`config.mk`:
```
export PLATFORM = sky130hd
export DESIGN_NAME = suvm_isqrt_cell
export DESIGN_NICKNAME = d
export VERILOG_FILES = /design/src/hdl/suvm_pkg.sv /design/src/hdl/suvm_isqrt_cell.sv
export SDC_FILE = /design/constraint.sdc
export NUM_CORES = 1
export LEC_CHECK = 0
export BUFFER_PORTS_ARGS = -buffer_cell sky130_fd_sc_hd__buf_4
export CORE_UTILIZATION = 35
export DETAILED_ROUTE_END_ITERATION = 10
export PLACE_DENSITY_LB_ADDON = 0.05
export SYNTH_ARGS = -nofsm -noshare
export SYNTH_HDL_FRONTEND = slang
export SYNTH_SLANG_ARGS = --single-unit
```
`constraint.sdc`:
```
create_clock -name clock -period 11.45 [get_ports clock]
set_input_delay 0.5725 -clock clock [delete_from_list [all_inputs] [get_ports clock]]
set_output_delay 0.5725 -clock clock [all_outputs]
set_load 0.1 [all_outputs]
```
`src/hdl/suvm_pkg.sv`:
```
`timescale 1ns / 1ps
// Package for the spherical UV mapping block: widths, request/response types,
// the records passed along the cell chains and the CORDIC arctangent table.
// No dependencies.
package suvm_pkg;

   // field and datapath widths
   localparam int COORD_W      = 32;
   localparam int UV_FRAC      = 16;
   localparam int TURN_W       = 32;
   localparam int NIN_W        = COORD_W + 2;
   localparam int NORM_TGT     = 30;
   localparam int NORM_W       = NORM_TGT + 2;
   localparam int LEN_W        = $clog2(NIN_W + 1);
   localparam int LANES        = 3;
   localparam int CW           = NORM_W + 2;
   localparam int AW           = TURN_W + 2;
   localparam int CORDIC_STEPS = 28;
   localparam int STEP_W       = 5;
   localparam int ISQ_STEPS    = NORM_TGT + 1;
   localparam int ISQ_W        = 2 * ISQ_STEPS;

   // pipeline depths used to line up the two angle paths
   localparam int NORM_STAGES  = 3;
   localparam int SQ_STAGES    = 2;
   localparam int U_ALIGN      = SQ_STAGES + ISQ_STEPS;
   localparam int DY_DELAY     = SQ_STAGES + ISQ_STEPS;
   localparam int DEG_DELAY    = SQ_STAGES + ISQ_STEPS + NORM_STAGES + CORDIC_STEPS;

   localparam logic signed [AW-1:0] HALF_TURN = AW'(1) << (TURN_W - 1);
   localparam logic [UV_FRAC:0]     V_MAX     = (UV_FRAC + 1)'(1) << UV_FRAC;

   typedef struct packed {
      logic signed [COORD_W-1:0] point_x;
      logic signed [COORD_W-1:0] point_y;
      logic signed [COORD_W-1:0] point_z;
      logic signed [COORD_W-1:0] center_x;
      logic signed [COORD_W-1:0] center_y;
      logic signed [COORD_W-1:0] center_z;
   } req_type;

   typedef struct packed {
      logic [UV_FRAC-1:0] u_coord;
      logic [UV_FRAC:0]   v_coord;
      logic               degenerate;
   } rsp_type;

   typedef struct packed {
      logic                         valid;
      logic [LANES-1:0][NIN_W-1:0]  lane;
   } norm_in_type;

   typedef struct packed {
      logic                         valid;
      logic                         zero;
      logic                         half;
      logic [LANES-1:0][NORM_W-1:0] lane;
   } norm_out_type;

   typedef struct packed {
      logic                 valid;
      logic                 zero;
      logic signed [CW-1:0] x;
      logic signed [CW-1:0] y;
      logic signed [AW-1:0] ang;
   } cordic_rec_type;

   typedef struct packed {
      logic             valid;
      logic [ISQ_W-1:0] n;
      logic [ISQ_W-1:0] res;
   } isq_rec_type;

   // atan(2^-i) in units of 2^-32 turn, rounded to nearest
   function automatic logic [AW-1:0] atan_turn(input logic [STEP_W-1:0] idx);
      logic [AW-1:0] t;
      case (idx)
         5'd0:    t = AW'(32'h20000000);
         5'd1:    t = AW'(32'h12E4051E);
         5'd2:    t = AW'(32'h09FB385B);
         5'd3:    t = AW'(32'h051111D4);
         5'd4:    t = AW'(32'h028B0D43);
         5'd5:    t = AW'(32'h0145D7E1);
         5'd6:    t = AW'(32'h00A2F61E);
         5'd7:    t = AW'(32'h00517C55);
         5'd8:    t = AW'(32'h0028BE53);
         5'd9:    t = AW'(32'h00145F2F);
         5'd10:   t = AW'(32'h000A2F98);
         5'd11:   t = AW'(32'h000517CC);
         5'd12:   t = AW'(32'h00028BE6);
         5'd13:   t = AW'(32'h000145F3);
         5'd14:   t = AW'(32'h0000A2FA);
         5'd15:   t = AW'(32'h0000517D);
         5'd16:   t = AW'(32'h000028BE);
         5'd17:   t = AW'(32'h0000145F);
         5'd18:   t = AW'(32'h00000A30);
         5'd19:   t = AW'(32'h00000518);
         5'd20:   t = AW'(32'h0000028C);
         5'd21:   t = AW'(32'h00000146);
         5'd22:   t = AW'(32'h000000A3);
         5'd23:   t = AW'(32'h00000051);
         5'd24:   t = AW'(32'h00000029);
         5'd25:   t = AW'(32'h00000014);
         5'd26:   t = AW'(32'h0000000A);
         5'd27:   t = AW'(32'h00000005);
         default: t = '0;
      endcase
      return t;
   endfunction

endpackage

```
`src/hdl/suvm_isqrt_cell.sv`:
```
`timescale 1ns / 1ps
// One digit-by-digit integer square root cell: settles one result bit, worth
// 4^step in the radicand. Depends on suvm_pkg.
module suvm_isqrt_cell (
   input  logic                        clock,
   input  logic                        reset,
   input  logic                        adv,
   input  logic [suvm_pkg::STEP_W-1:0] step,
   input  suvm_pkg::isq_rec_type       cell_in,
   output suvm_pkg::isq_rec_type       cell_out
);
   import suvm_pkg::*;

   isq_rec_type      rec_ff, rec_in;
   logic [ISQ_W-1:0] bitv;
   logic [ISQ_W-1:0] trial;

   // subtract the trial value where it fits
   always_comb begin
      bitv   = ISQ_W'(1) << {step, 1'b0};
      trial  = cell_in.res + bitv;
      rec_in = cell_in;
      if (cell_in.n >= trial) begin
         rec_in.n   = cell_in.n - trial;
         rec_in.res = (cell_in.res >> 1) + bitv;
      end else begin
         rec_in.res = cell_in.res >> 1;
      end
   end

   // hand the record to the next cell
   always_ff @(posedge clock) begin
      if (reset) begin
         rec_ff.valid <= 1'b0;
      end else if (adv) begin
         rec_ff <= rec_in;
      end
   end

   assign cell_out = rec_ff;

endmodule

```
==> reports/qor.yml <==
yosys.area.top_type_share_pct: 27.1
dieArea_um2: 40100
rsz0062_at_grt: "no"
die_h_um: 200
tightest_slew_ns: 0.950
nets: 2164
yosys_warnings: 0
drtPass1Iterations: 5
path_max_fanout: 96
clock-root-buffer: "clkbuf_16"
finalClockSkew_ns: 0
r2r_slack_ns: 10.84
area_growth_pct: 20.7
ioPinCount: 258
power_frac_comb_pct: 44.5
vias: 13647
dp_hpwl_um: 38700
cts_resized: 0
overflow: 0
wl_um: 48600
drtIter0Drc: 1213
placedInstanceArea_um2: 16100
cts_max_path_buffers: 2
final_area_um2: 16600
worstSetupPathType: "input pin to flop"
setup_violations: 0
post-place-ws_ns: 4.02
gp_congestion: 0.921
yosys.area.top_type: "edfxtp_1"
synthFlopType: "edfxtp_1"
switching_share_pct: 44.5
ant_nets: 0
first_global_vias: 12932
finalHoldViolations: 0
synth-seq-area-share_pct: 27.2
ys_seq_elements: 125
port_buffers: 257
whs_path_depth: 2
synth_area_leaders: "edfxtp_1 (27%), ha_1 (9.6%), xnor2_1 (7.4%), nand2_1 (6.4%), o21ai_0 (5.9%)"
cts_tree: "built"
reg2regPathDepth: 2
antenna_found_initial: 0
intPower_mw: 1.11
largest_reg_flops: 125
cts_inserted_buffers: 17
seqPwrFrac_pct: 28.9
cap_violations: 0
viasPerCell: 5.56
maxSlewViolCount: 0
period_minus_slack_ns: 6.95
status: "completed"
synthArstFlopShare_pct: 0
critPathArrivalTime_ns: 7.14
syn_area_um2: 13800
power_leakage_nw: 6.65
worst_slack_ns: 4.50
post_cts_buffers: 0
die_w_um: 200
hold_class: "input pin to flop"
crit_path_start_kind: "input pin"
drive_above_1_share_pct: 17.0
synth_common_cells: "nand2_1 (236), o21ai_0 (163), a21oi_1 (137), nor2_1 (135), edfxtp_1 (124)"
endpoint_kind: "flop"
synthDistinctLibCells: 84
final_cells: 2455
powerDensity_nw_per_um2: 120
grt_max_degree: 97
core_area_um2: 38700
fmax_mhz: 144
syn-num-nets: 1969
avgRoutedWirePerCell_um: 19.8
grt_first_pass_wirelength_um: 74900
track_usage_pct: 24.0
cts.clk_slew.worst_paths_ns: 0.06
initial_core_util_pct: 35.5
drc: 0
irDropWorstVdd_v: 0.0000922
postCtsHoldBufs: 0
fin_tns_setup_ns: 0
place_inst: 2423
avgSynthCellArea_um2: 7.96
num_rows: 72
period_share_pct: 60.7
clockPowerShare_pct: 26.7
netSwitchingPower_uw: 891
critPathRequiredTime_ns: 11.65
numClockSinks: 125
slew_headroom_pct: 35.0
synth_cells: 1729
clk_latency_ns: 0.45
htree_levels: 4
totalPowerFinal_mw: 2.00
synthMostInstantiatedCell: "nand2_1"
synth-edff-count: 124
n_antenna_cell: 0
[critical path, stage by stage]
cell and delay (ns):
buf_4 0.15, or3_1 0.49, nor2_1 0.20, ha_1 0.21, ha_1 0.21, nor2_1 0.07, o31ai_1 0.44, a22o_1 0.34
a221oi_1 0.12, o31ai_2 0.39, a2bb2oi_1 0.17, a21oi_1 0.28, o21ai_1 0.17, a2111oi_2 0.38, o31ai_1 0.12, xor2_1 0.17
ha_1 0.51, nand4_1 0.14, nor4_1 0.27, nand2_1 0.16, o31ai_1 0.27, a21oi_1 0.06, o221ai_1 0.16, a21oi_4 0.05
buf_4 0.38, o41ai_1 0.52, xor2_1 0.10
[metrics by stage]
step / hold WS, ns / utilization (%)
2_1_floorplan: 0.645 / -
3_3_place_gp: 0.475 / 41.5
3_5_place_dp: 0.489 / 41.5
4_1_cts: 0.273 / 42.9
5_1_grt: 0.294 / 42.9
6_report: 0.297 / 42.9
[power groups by stage]
stage | sequential [mW] | combinational, mW | clock [mW]
final | 0.578 | 0.890 | 0.534
after global routing | 0.582 | 0.950 | 0.563
after CTS | 0.579 | 0.888 | 0.548
after detailed placement | 0.587 | 0.884 | 0
after global placement | 0.588 | 0.884 | 0
after floorplan | 0.884 | 0.360 | 0
[final timing paths]
path	start	to
max	step[1]	cell_out[57]
min	reset	cell_out[124]
max reg2reg	cell_out[124]	cell_out[124]
min reg2reg	cell_out[124]	cell_out[124]
[placed cells by master, fill, tap and decap left out, types with 6 or more instances in the layout]
| cell type | n |
|---|---|
| nor2_1 | 135 |
| clkbuf_16 | 17 |
| xnor2_1 | 117 |
| or3_1 | 12 |
| edfxtp_1 | 124 |
| nor2b_1 | 19 |
| a31oi_1 | 41 |
| and2_1 | 24 |
| nor3_1 | 26 |
| o21ai_0 | 163 |
| o22ai_1 | 9 |
| ha_1 | 106 |
| xor2_1 | 76 |
| a21boi_0 | 8 |
| nor4_1 | 13 |
| a211oi_1 | 13 |
| o21bai_1 | 26 |
| and3_1 | 18 |
| o21a_1 | 9 |
| o21ai_1 | 10 |
| nand2_1 | 236 |
| nand2b_1 | 14 |
| nand3_1 | 25 |
| a31o_2 | 10 |
| inv_1 | 42 |
| o31ai_1 | 12 |
| a21oi_1 | 136 |
| nand4_1 | 42 |
| nand3b_1 | 6 |
| a22oi_1 | 6 |
| and4_1 | 6 |
| buf_4 | 263 |
| a21o_1 | 57 |
[cell type report]
cell class / instances / area [um^2]
clock buffer: 19 / 433
clock inverter: 13 / 120
fill: 4010 / 22100
inverter: 43 / 161
multi-input combinational: 1474 / 9530
sequential: 125 / 3740
tap: 518 / 648
timing repair buffer: 263 / 1970
[per-layer routing]
layer | wire, um | track usage [%] | vias to the layer above
met4 | 899 | 6.60 | 0
li1 | - | - | 6775
met1 | 24900 | 36.8 | 6368
met3 | 2830 | 3.60 | 42
met2 | 20000 | 34.4 | 462
met5 | 0 | 0 | -
[cells by family after synthesis]
family | count (synthesis) | share of synthesized area (%)
AO/OA/AOI/OAI | 560 | 25.4
AND/OR/NAND/NOR | 604 | 20.9
buffers and inverters | 130 | 3.69
XOR/XNOR | 193 | 12.3
adder cells (fa/ha/maj) | 109 | 9.93
flip-flops | 125 | 27.2
multiplexers | 8 | 0.618
Power figures use the tool's default switching activity.
