==> src/hdl/suvm_pkg.sv <==
`timescale 1ns / 1ps
// Package for the spherical UV mapping block: widths, request/response types,
// the records passed along the cell chains and the CORDIC arctangent table.
// No dependencies.
package suvm_pkg;

   // field and datapath widths
   localparam int COORD_W      = 32;
   localparam int UV_FRAC      = 16;
   localparam int TURN_W       = 32;
   localparam int NIN_W        = COORD_W + 2;
   localparam int NORM_TGT     = 30;
   localparam int NORM_W       = NORM_TGT + 2;
   localparam int LEN_W        = $clog2(NIN_W + 1);
   localparam int LANES        = 3;
   localparam int CW           = NORM_W + 2;
   localparam int AW           = TURN_W + 2;
   localparam int CORDIC_STEPS = 28;
   localparam int STEP_W       = 5;
   localparam int ISQ_STEPS    = NORM_TGT + 1;
   localparam int ISQ_W        = 2 * ISQ_STEPS;

   // pipeline depths used to line up the two angle paths
   localparam int NORM_STAGES  = 3;
   localparam int SQ_STAGES    = 2;
   localparam int U_ALIGN      = SQ_STAGES + ISQ_STEPS;
   localparam int DY_DELAY     = SQ_STAGES + ISQ_STEPS;
   localparam int DEG_DELAY    = SQ_STAGES + ISQ_STEPS + NORM_STAGES + CORDIC_STEPS;

   localparam logic signed [AW-1:0] HALF_TURN = AW'(1) << (TURN_W - 1);
   localparam logic [UV_FRAC:0]     V_MAX     = (UV_FRAC + 1)'(1) << UV_FRAC;

   typedef struct packed {
      logic signed [COORD_W-1:0] point_x;
      logic signed [COORD_W-1:0] point_y;
      logic signed [COORD_W-1:0] point_z;
      logic signed [COORD_W-1:0] center_x;
      logic signed [COORD_W-1:0] center_y;
      logic signed [COORD_W-1:0] center_z;
   } req_type;

   typedef struct packed {
      logic [UV_FRAC-1:0] u_coord;
      logic [UV_FRAC:0]   v_coord;
      logic               degenerate;
   } rsp_type;

   typedef struct packed {
      logic                         valid;
      logic [LANES-1:0][NIN_W-1:0]  lane;
   } norm_in_type;

   typedef struct packed {
      logic                         valid;
      logic                         zero;
      logic                         half;
      logic [LANES-1:0][NORM_W-1:0] lane;
   } norm_out_type;

   typedef struct packed {
      logic                 valid;
      logic                 zero;
      logic signed [CW-1:0] x;
      logic signed [CW-1:0] y;
      logic signed [AW-1:0] ang;
   } cordic_rec_type;

   typedef struct packed {
      logic             valid;
      logic [ISQ_W-1:0] n;
      logic [ISQ_W-1:0] res;
   } isq_rec_type;

   // atan(2^-i) in units of 2^-32 turn, rounded to nearest
   function automatic logic [AW-1:0] atan_turn(input logic [STEP_W-1:0] idx);
      logic [AW-1:0] t;
      case (idx)
         5'd0:    t = AW'(32'h20000000);
         5'd1:    t = AW'(32'h12E4051E);
         5'd2:    t = AW'(32'h09FB385B);
         5'd3:    t = AW'(32'h051111D4);
         5'd4:    t = AW'(32'h028B0D43);
         5'd5:    t = AW'(32'h0145D7E1);
         5'd6:    t = AW'(32'h00A2F61E);
         5'd7:    t = AW'(32'h00517C55);
         5'd8:    t = AW'(32'h0028BE53);
         5'd9:    t = AW'(32'h00145F2F);
         5'd10:   t = AW'(32'h000A2F98);
         5'd11:   t = AW'(32'h000517CC);
         5'd12:   t = AW'(32'h00028BE6);
         5'd13:   t = AW'(32'h000145F3);
         5'd14:   t = AW'(32'h0000A2FA);
         5'd15:   t = AW'(32'h0000517D);
         5'd16:   t = AW'(32'h000028BE);
         5'd17:   t = AW'(32'h0000145F);
         5'd18:   t = AW'(32'h00000A30);
         5'd19:   t = AW'(32'h00000518);
         5'd20:   t = AW'(32'h0000028C);
         5'd21:   t = AW'(32'h00000146);
         5'd22:   t = AW'(32'h000000A3);
         5'd23:   t = AW'(32'h00000051);
         5'd24:   t = AW'(32'h00000029);
         5'd25:   t = AW'(32'h00000014);
         5'd26:   t = AW'(32'h0000000A);
         5'd27:   t = AW'(32'h00000005);
         default: t = '0;
      endcase
      return t;
   endfunction

endpackage

==> src/hdl/suvm_cordic_cell.sv <==
`timescale 1ns / 1ps
// One CORDIC vectoring cell: rotates toward the x axis by atan(2^-step) and
// accumulates the angle. Depends on suvm_pkg.
module suvm_cordic_cell (
   input  logic                     clock,
   input  logic                     reset,
   input  logic                     adv,
   input  logic [suvm_pkg::STEP_W-1:0] step,
   input  suvm_pkg::cordic_rec_type cell_in,
   output suvm_pkg::cordic_rec_type cell_out
);
   import suvm_pkg::*;

   cordic_rec_type       rec_ff, rec_in;
   logic signed [CW-1:0] xs, ys;
   logic signed [AW-1:0] rot;

   // rotate by the sign of y
   always_comb begin
      xs     = $signed(cell_in.x) >>> step;
      ys     = $signed(cell_in.y) >>> step;
      rot    = $signed(atan_turn(step));
      rec_in = cell_in;
      if (!cell_in.y[CW-1]) begin
         rec_in.x   = cell_in.x + ys;
         rec_in.y   = cell_in.y - xs;
         rec_in.ang = cell_in.ang + rot;
      end else begin
         rec_in.x   = cell_in.x - ys;
         rec_in.y   = cell_in.y + xs;
         rec_in.ang = cell_in.ang - rot;
      end
   end

   // hand the record to the next cell
   always_ff @(posedge clock) begin
      if (reset) begin
         rec_ff.valid <= 1'b0;
      end else if (adv) begin
         rec_ff <= rec_in;
      end
   end

   assign cell_out = rec_ff;

endmodule

==> config.mk <==
export PLATFORM = sky130hd
export DESIGN_NAME = suvm_cordic_cell
export DESIGN_NICKNAME = d
export VERILOG_FILES = /design/src/hdl/suvm_pkg.sv /design/src/hdl/suvm_cordic_cell.sv
export SDC_FILE = /design/constraint.sdc
export NUM_CORES = 1
export LEC_CHECK = 0
export ABC_AREA = 1
export BUFFER_PORTS_ARGS = -buffer_cell sky130_fd_sc_hd__buf_2
export CORE_ASPECT_RATIO = 0.6
export CORE_MARGIN = 4
export CORE_UTILIZATION = 23
export DETAILED_ROUTE_END_ITERATION = 8
export PLACE_DENSITY = 0.38
export SYNTH_ARGS = -nofsm -noshare
export SYNTH_HDL_FRONTEND = slang
export SYNTH_SLANG_ARGS = --single-unit
==> constraint.sdc <==
create_clock -name clock -period 7.34 [get_ports clock]
set_clock_uncertainty 0.1 [all_clocks]
set_input_delay 2.202 -clock clock [delete_from_list [all_inputs] [get_ports clock]]
set_output_delay 2.202 -clock clock [all_outputs]
set_load 0.005 [all_outputs]
==> results.toml <==
[timing]
max_freq_ghz = 0.145
final-max-slew-violation-count = 0
totalNegativeSetupSlack_ps = 0
hold_slack_ps = 370
finalWorstPathRequiredPeriod_ps = 6900
tightestPinTransition_ps = 801
finalSetupViolCount = 0
slew_headroom_pct = 46.6
fin_crit_sh_pct = 94.1
grt_setup_unrepaired = "no"
finalHoldViolCount = 0

[layout]
syn2layout_area_growth_pct = 17.9
flip_flop_count_of_the_largest_register_all_copies_and_words_added = 104
fraction_of_layout_cells_with_a_size_suffix_above_1_pct = 14.6
final_net_count = 3085
layout.area.seq_mm2 = 0.00311
multi_input_comb_area_mm2 = 0.0115
utilization_pct = 27.6
n_fill_cell = 7848

[die]
die_area_mm2 = 0.0741
row_count = 74
core_region_area_mm2 = 0.0685
die_height_um = 213
initial_core_util_pct = 23.4
die_width_um = 349
floorplan.io_pins = 216

[global_routing]
groute.layer.met3.usage_pct = 3.23
grt_overflow_total = 0
use_met1_pct = 30.1
gr-usage-all-layers_pct = 18.9
pin_count_of_the_biggest_net_entering_global_routing = 62
met2_resource_use_gr_pct = 26.6
grt.busiest_layer = "met1"
number_of_global_route_vias_before_repair = 17441
wire_length_of_the_first_global_routing_pass_um = 107000
antenna_found_initial = 4

[clock_network]
clock_tree.root_cell = "sky130_fd_sc_hd__clkbuf_16"
clock_slew_at_the_register_clock_pins_of_the_worst_setup_and_hold_paths_ps = 80
numClockSinks = 104
clock_tree.htree_level_count = 3
cts-buffers-inserted = 9
tritoncts = "done"
cts.path.max_buffers = 2
post_cts.repair.setup_buffers = 0
clock_latency_on_the_worst_skew_pair_ps = 400

[power]
pwr-share-seq_pct = 25.8
power.combinational.fraction_pct = 59.0
worst_ir_drop_vdd_uv = 110
leakagePower_nw = 9.44
switchingPower_mw = 1.51
p_int_mw = 1.75
netSwitchingFraction_pct = 46.3
power.density_cell_area_mw_per_mm2 = 173
power.share.clock_pct = 15.2

[min_path]
worst_hold_path.num_cells = 2
timing.hold.worst.class = "flop to flop"
whs_endpoint = "cell_out[103]"
min_from = "cell_out[103]"

[worst_setup_path]
crit_type = "input pin to flop"
reg2reg_setup_slack_ps = 6670
path_common_cell = "sky130_fd_sc_hd__nand2_1"
cp_required_ps = 7400
cp-start-kind = "input pin"
timing.critical_path.slowest_cell_delay_ps = 480
critical_path.reg2reg.startpoint = "cell_out[103]"
timing.rr.end = "cell_out[103]"
cp_data_arrival_time_ps = 6960
worst_r2r_path_depth = 2
crit_slowest_cell = "sky130_fd_sc_hd__nor4_1"
worstSetupEndpointType = "flop"
largest_fanout_on_the_critical_path = 50

[synth]
synth_cell_type_count = 52
netlist_instances = 2614
postSynthRegisterBits = 104
yosys_warnings = 0
synth_area_per_cell_um2 = 6.13
mappedNetlistNets = 2839
seq_total_area_yosys_pct = 19.4
netlist_area_mm2 = 0.0160

[outcome]
outcome = "finished, final reports clean"

[drt]
drt_first_pass_iters = 8
drtAntennaViolNets = 0
avgViaCountPerCell = 4.84
remaining_drc_errors = 0
routed-via-count = 18306
finalWirelength_um = 70900
number_of_violations_reported_at_the_end_of_detailed_routing_iteration_0 = 1683
wire_per_inst_um = 18.8

[job]
cap_violations = 0

[placed_design]
port_buffers = 215
globalplace.congestion = 0.956
hpwlAfterDp_um = 60500
==> cell families after synthesis <==
group,share of synthesized area [%]
adders and majority gates,8.96
xor gates and xnor gates,8.36
and+or+nand+nor,41.7
AOI/OAI and AO/OA,12.5
buffers and inverters,9.08
DFF,19.4
==> final cells by class <==
cell class	instances	share of cell area (%)
Clock buffer	10	1.21
Timing Repair Buffer	325	10.5
Inverter	240	4.80
Sequential cell	104	16.5
Multi-Input combinational cell	2180	60.8
Antenna cell	2	0.0265
Clock inverter	6	0.238
Tap cell	912	6.04
==> synth_stat cells (all sizes together) <==
master / n / area (um2)
nor4: 12 / 75.1
a211oi: 8 / 60.1
o31ai: 3 / 22.5
o22ai: 4 / 25.0
a21o: 17 / 128
xnor2: 43 / 377
nand3b: 15 / 113
fa: 3 / 60.1
a21boi: 7 / 52.6
o21bai: 4 / 30.0
nand4: 23 / 144
nor2: 222 / 883
o221ai: 2 / 17.5
o21ai: 111 / 586
or2: 3 / 18.8
clkinv: 4 / 16.3
clkbuf: 16 / 60.1
nand3: 400 / 2030
buf: 74 / 489
and2: 2 / 12.5
xor2: 110 / 963
dfxtp: 1 / 20.0
edfxtp: 103 / 3090
a221oi: 2 / 17.5
a31oi: 14 / 87.6
a21oi: 153 / 811
a31o: 2 / 17.5
a211o: 2 / 17.5
o21a: 10 / 75.1
nand2: 869 / 3300
o211ai: 7 / 52.6
inv: 236 / 891
nor3: 22 / 120
ha: 110 / 1380
==> stage by stage <==
stage / total power [mW] / area, um2 / worst slack, ps / std cells
after floorplan: 2.08 / 16000 / 92.7 / 2614
after global placement: 2.78 / 18600 / 71.3 / 3761
after detailed placement: 2.76 / 18600 / 73.7 / 3761
after CTS: 3.30 / 18900 / 514 / 3777
after global routing: 3.56 / 18900 / 32.3 / 3778
final: 3.26 / 18900 / 435 / 3779
==> cell usage in the layout, fill, tap and decap left out, types with 12 or more instances in the layout <==
cell type	instances
sky130_fd_sc_hd__xor2_1	110
sky130_fd_sc_hd__nand3b_1	15
sky130_fd_sc_hd__nor4_1	12
sky130_fd_sc_hd__inv_1	222
sky130_fd_sc_hd__nand2_1	855
sky130_fd_sc_hd__nand3_1	395
sky130_fd_sc_hd__buf_4	104
sky130_fd_sc_hd__nor2_1	200
sky130_fd_sc_hd__nor2_2	21
sky130_fd_sc_hd__inv_2	13
sky130_fd_sc_hd__a21oi_1	143
sky130_fd_sc_hd__buf_2	215
sky130_fd_sc_hd__nand2_2	14
sky130_fd_sc_hd__nor3_1	20
sky130_fd_sc_hd__o21ai_0	90
sky130_fd_sc_hd__a21o_1	17
sky130_fd_sc_hd__nand4_1	23
sky130_fd_sc_hd__ha_1	110
sky130_fd_sc_hd__xnor2_1	43
sky130_fd_sc_hd__edfxtp_1	103
sky130_fd_sc_hd__a31oi_1	13
sky130_fd_sc_hd__o21ai_1	15
==> power groups by stage <==
stage                     combinational (mW)  clock (mW)  sequential [mW]
after global placement                  1.92           0            0.858
after detailed placement                1.91           0            0.857
after CTS                               1.92       0.532            0.846
after floorplan                         1.20           0            0.874
after global routing                    2.16       0.545            0.854
final                                   1.93       0.496            0.843
==> repair_timing <==
item | CTS | global route
hold buffers | 0 | 0
gates resized for setup | 0 | 1
hold endpoints to repair | 0 | 0
setup endpoints to repair | 0 | 1
==> how the worst max path moves through the flow <==
stage	slack, ps	endpoint	from
3_3_place_gp	70	cell_out[101]	step[0]
6_report	440	cell_out[98]	step[0]
2_1_floorplan	90	cell_out[0]	adv
5_1_grt	30	cell_out[101]	step[0]
3_5_place_dp	70	cell_out[101]	step[1]
4_1_cts	510	cell_out[101]	step[1]
==> worst max-delay path, delay by kind of cell <==
family                   cells  cell delay [ps]
AO/OA/AOI/OAI                5              950
AND/OR/NAND/NOR             13             2130
XOR/XNOR                     1              130
buffers and inverters        5              900
adder cells (fa/ha/maj)      2              610
==> layer usage <==
| layer | vias up | routed length, um |
|---|---|---|
| li1 | 9212 | - |
| met5 | - | 27 |
| met1 | 8513 | 38500 |
| met3 | 35 | 4270 |
| met4 | 4 | 712 |
| met2 | 542 | 27500 |
(Power assumes the default switching activity.)
